$ cat config.mk
export PLATFORM = sky130hd
export DESIGN_NAME = smrm_ctrl
export DESIGN_NICKNAME = d
export VERILOG_FILES = /design/src/hw/rtl/smrm_pkg.sv /design/src/hw/rtl/smrm_ctrl.sv
export SDC_FILE = /design/constraint.sdc
export NUM_CORES = 1
export LEC_CHECK = 0
export ABC_CLOCK_PERIOD_IN_PS = 3310
export BUFFER_PORTS_ARGS = -buffer_cell sky130_fd_sc_hd__buf_2
export CORE_MARGIN = 1
export CORE_UTILIZATION = 50
export DETAILED_ROUTE_END_ITERATION = 12
export PLACE_DENSITY = 0.72
export SLEW_MARGIN = 15
export SYNTH_ARGS = -nofsm -noshare
export SYNTH_HDL_FRONTEND = slang
export SYNTH_SLANG_ARGS = --single-unit
$ cat constraint.sdc
create_clock -name clk -period 3.31 [get_ports clk]
set_input_delay 0.1655 -clock clk [delete_from_list [all_inputs] [get_ports clk]]
set_output_delay 0.1655 -clock clk [all_outputs]
set_load 0.01 [all_outputs]
$ cat src/hw/rtl/smrm_pkg.sv
// shared types and constants of the seed match region merger
package smrm_pkg;

	localparam int MAX_OPEN = 16;
	localparam int MAX_RESULTS = 16;
	localparam int OPEN_CAP = (MAX_OPEN < MAX_RESULTS) ? MAX_OPEN : (MAX_RESULTS - 1);
	localparam int UW = $clog2(OPEN_CAP + 1);
	localparam int IW = $clog2(OPEN_CAP);

	localparam logic REG_SEED_LENGTH = 1'b0;

	typedef logic [UW-1:0] used_t;

	typedef struct packed {
		logic [15:0] qs;
		logic [15:0] qe;
		logic [31:0] rs;
		logic [31:0] re;
		logic [15:0] qlast;
		logic [31:0] rlast;
		logic [15:0] cnt;
		logic [31:0] refnum;
		logic        strand;
	} region_t;

	typedef struct packed {
		logic latch;
		logic eval;
		logic commit;
		logic merge;
		logic scan;
		logic pop;
		logic forced;
		logic insert;
		logic gclear;
		logic finish;
	} cmd_t;

	typedef struct packed {
		logic  redundant;
		logic  hit;
		logic  do_filter;
		logic  glast;
		used_t used;
	} status_t;

endpackage

$ cat src/hw/rtl/smrm_ctrl.sv
// controller: sequences evaluate, merge, filter, insert and flush steps
module smrm_ctrl
	import smrm_pkg::*;
(
	input  logic    clk,
	input  logic    arst_n,
	input  logic    start,
	input  status_t status,
	output logic    busy,
	output cmd_t    cmd
);

	typedef enum logic [3:0] {
		S_IDLE, S_EVAL, S_DECIDE, S_FILT1, S_FORCE, S_INSERT,
		S_FILT2, S_TAIL, S_FLUSH, S_DONE
	} state_t;

	state_t state_q, state_d;
	used_t  cnt_q, cnt_d;

	always_comb begin
		cmd = '0;
		state_d = state_q;
		cnt_d = cnt_q;
		unique case (state_q)
			S_IDLE: begin
				if (start) begin
					cmd.latch = 1'b1;
					state_d = S_EVAL;
				end
			end
			S_EVAL: begin
				cmd.eval = 1'b1;
				state_d = S_DECIDE;
			end
			S_DECIDE: begin
				if (status.redundant) begin
					state_d = status.glast ? S_FLUSH : S_DONE;
				end else begin
					cmd.commit = 1'b1;
					cmd.merge = status.hit;
					if (status.do_filter) begin
						cnt_d = status.used;
						state_d = S_FILT1;
					end else begin
						state_d = status.hit ? S_TAIL : S_FORCE;
					end
				end
			end
			S_FILT1: begin
				if (cnt_q != '0) begin
					cmd.scan = 1'b1;
					cnt_d = cnt_q - 1'b1;
				end else begin
					state_d = status.hit ? S_TAIL : S_FORCE;
				end
			end
			S_FORCE: begin
				if (status.used >= UW'(OPEN_CAP)) begin
					cmd.pop = 1'b1;
					cmd.forced = 1'b1;
				end
				state_d = S_INSERT;
			end
			S_INSERT: begin
				cmd.insert = 1'b1;
				if (status.do_filter) begin
					cnt_d = status.used + 1'b1;
					state_d = S_FILT2;
				end else begin
					state_d = S_TAIL;
				end
			end
			S_FILT2: begin
				if (cnt_q != '0) begin
					cmd.scan = 1'b1;
					cnt_d = cnt_q - 1'b1;
				end else begin
					state_d = S_TAIL;
				end
			end
			S_TAIL: begin
				state_d = status.glast ? S_FLUSH : S_DONE;
			end
			S_FLUSH: begin
				if (status.used != '0) begin
					cmd.pop = 1'b1;
				end else begin
					cmd.gclear = 1'b1;
					state_d = S_DONE;
				end
			end
			S_DONE: begin
				cmd.finish = 1'b1;
				state_d = S_IDLE;
			end
			default: begin
				state_d = S_IDLE;
			end
		endcase
	end

	always_ff @(posedge clk or negedge arst_n) begin
		if (!arst_n) begin
			state_q <= S_IDLE;
			cnt_q <= '0;
		end else begin
			state_q <= state_d;
			cnt_q <= cnt_d;
		end
	end

	assign busy = (state_q != S_IDLE);

endmodule

==> reports/results.ini <==
[yosys]
netlist_area_sq_um = 943
synth.distinct_cells = 52
yosysTopAreaCell = dfrtp_1
synth-async-reset-ratio_pct = 100
syn_nets = 119
yosys-top-cells-count = 8 x dfrtp_1, 7 x nand2b_1, 7 x nor2_1, 6 x inv_1, 6 x nor3_1
ys.flop_type = dfrtp_1
synth_most_common_cell = dfrtp_1
yosys.area.top_type_share_pct = 21.2
yosysSeqAreaShare_pct = 21.2
synth_edf_count = 0
syn_inst = 104
synth.area.top_cells = dfrtp_1 21%, ha_1 5.3%, nand2b_1 4.6%
yosys_warnings = 0
yosys_register_bits = 8
avgSynthCellArea_sq_um = 9.07

[timing]
hold_violations = 0
clock.fmax_ghz = 0.483
skew_ns = 0.0104
maxSlewViolCount = 0
tightest_slew_ns = 0.747
rsz0062_at_grt = false
period_minus_slack_ns = 2.07
timing.final.crit_share_pct = 62.6
relSlewSlack_pct = 50.2
setup_tns_ns = 0
final-setup-viol-count = 0

[routing]
dr.pass1.iters = 4
vias = 866
drt_iter0_drc = 33
route.detailed.drc = 0
routed_wl_um = 2080
viasPerCell = 5.85
wl_per_cell_um = 14.1
detail-route-antenna-nets = 0

[die]
core_sq_um = 1750
placementRows = 15
die_height_um = 45.4
die_area_sq_um = 2060
ioPinCount = 22
die_w_um = 45.4
start_util_pct = 54.1

[clocking]
cts_buffers = 3
clk_latency_ns = 0.26
clockBufferDepth = 2
root_buffer = clkbuf_4
cts_htree_levels = 1
cts_resized = 0
clkSinkCount = 8
clkTransAtPathRegs_ns = 0.06
cts_tree = yes

[placed_design]
hpwl_um = 1620
placed_cells = 144
gp_congestion = 0.853
place.port_buffers = 21

[critical_path]
end_kind = output port
worst_r2r_startpoint = state_q[0]$_DFFE_PN0P_
cp.required_ns = 3.14
worstPathMaxFanout = 18
crit_type = register to output port
startpoint = state_q[2]$_DFFE_PN0P_
worstSetupStartpointType = register
worstPathArrival_ns = 1.91

[global_routing]
grt_usage_pct = 23.6
antenna_found_initial = 0
grt_max_degree = 19
grt_pass1_wl_um = 3520
grt_overflow = 0
grt_pass1_vias = 761

[pwr]
irDropWorstVdd_mv = 0.440
p_leak_nw = 0.461
p_per_area_nw_per_um2 = 912

[finish]
stdcell_count = 148
drive_gt1_share_pct = 32.5
layout.nets = 140
area_growth_pct = 13.3
num_antenna_cells = 0

[run_status]
status = completed

[run]
drv_cap = 0

[min_path]
min_path_type = input port to asynchronous set/reset pin

==> repair_timing <==
item,in CTS,in global routing
hold buffers,1,0
setup endpoints to repair,0,0
hold endpoints to repair,8,0
buffers inserted,0,0
==> cells by family after synthesis <==
family / synth area share [%]
and+or+nand+nor: 33.3
AOI/OAI and AO/OA: 22.5
buffers and inverters: 7.69
DFF: 21.2
xor gates and xnor gates: 5.70
adders and majority gates: 5.31
muxes: 4.24
==> critical path, cell delays in order (launching register included) <==
cell	delay, ns
dfrtp_1	0.81
nand2b_1	0.25
nor4_1	0.32
nand2b_1	0.15
buf_2	0.13
==> sequential cells by signal, indices dropped and copies added (netlist names) <==
| register | count |
|---|---|
| cnt_q | 4 |
| state_q | 4 |
==> area by class of cell <==
cell class / instances / area [sq um]
Clock buffer: 3 / 22.5
Fill cell: 158 / 677
Inverter: 7 / 28.8
Multi-Input combinational cell: 83 / 671
Sequential cell: 8 / 200
Tap cell: 25 / 31.3
Timing Repair Buffer: 22 / 115
==> where the power goes <==
group | internal (W) | total, W | switching (W)
combinational | 0.000308 | 0.000606 | 0.000298
clock | 0.0000415 | 0.0000750 | 0.0000335
sequential | 0.000148 | 0.000294 | 0.000146
total | 0.000497 | 0.000975 | 0.000478
==> final timing paths <==
path	to	slack, ns	depth (start not counted)
max	cmd[4]	1.24	4
min	state_q[1]$_DFFE_PN0P_	0.27	2
max reg2reg	cnt_q[2]$_DFFE_PN0P_	1.34	4
min reg2reg	cnt_q[1]$_DFFE_PN0P_	0.56	1
max in group asynchronous	cnt_q[0]$_DFFE_PN0P_	2.86	2
min in group clk	state_q[0]$_DFFE_PN0P_	0.28	4
==> placed cells by master, fill, tap and decap left out, types with 2 or more instances in the layout <==
cell type / instances
or3b_2: 2
o21ai_0: 2
a21oi_1: 4
o22ai_1: 2
nor2_1: 7
nand2_1: 2
mux2_4: 2
dfrtp_1: 8
nand3b_1: 2
buf_2: 21
inv_1: 6
xnor2_1: 2
a32o_1: 2
nor3_1: 6
nand4b_1: 2
clkbuf_4: 3
nand3_1: 4
ha_1: 4
o211ai_1: 3
a2111oi_0: 2
nand2b_1: 7
==> per-stage QoR <==
step	utilization, %	setup WS (ns)	instance area (sq um)	power (W)	hold slack [ns]
detailed placement	59.4	1.36	1040	0.000893	0.0164
finish	61.2	1.24	1070	0.000975	0.273
global route	61.2	1.08	1070	0.00107	0.297
floorplan	-	1.67	943	0.000787	-0.130
global placement	59.4	1.41	1040	0.000886	0.0136
CTS	61.2	1.25	1070	0.000972	0.275
==> layer usage <==
| metal | track usage, % | up-vias | share of wire (%) |
|---|---|---|---|
| met5 | 0 | - | 0 |
| met1 | 37.5 | 389 | 50 |
| met4 | 10.9 | 0 | 1.3 |
| met3 | 2.78 | 3 | 5.0 |
| li1 | - | 431 | - |
| met2 | 30.9 | 43 | 43 |
Power figures use the tool's default switching activity.
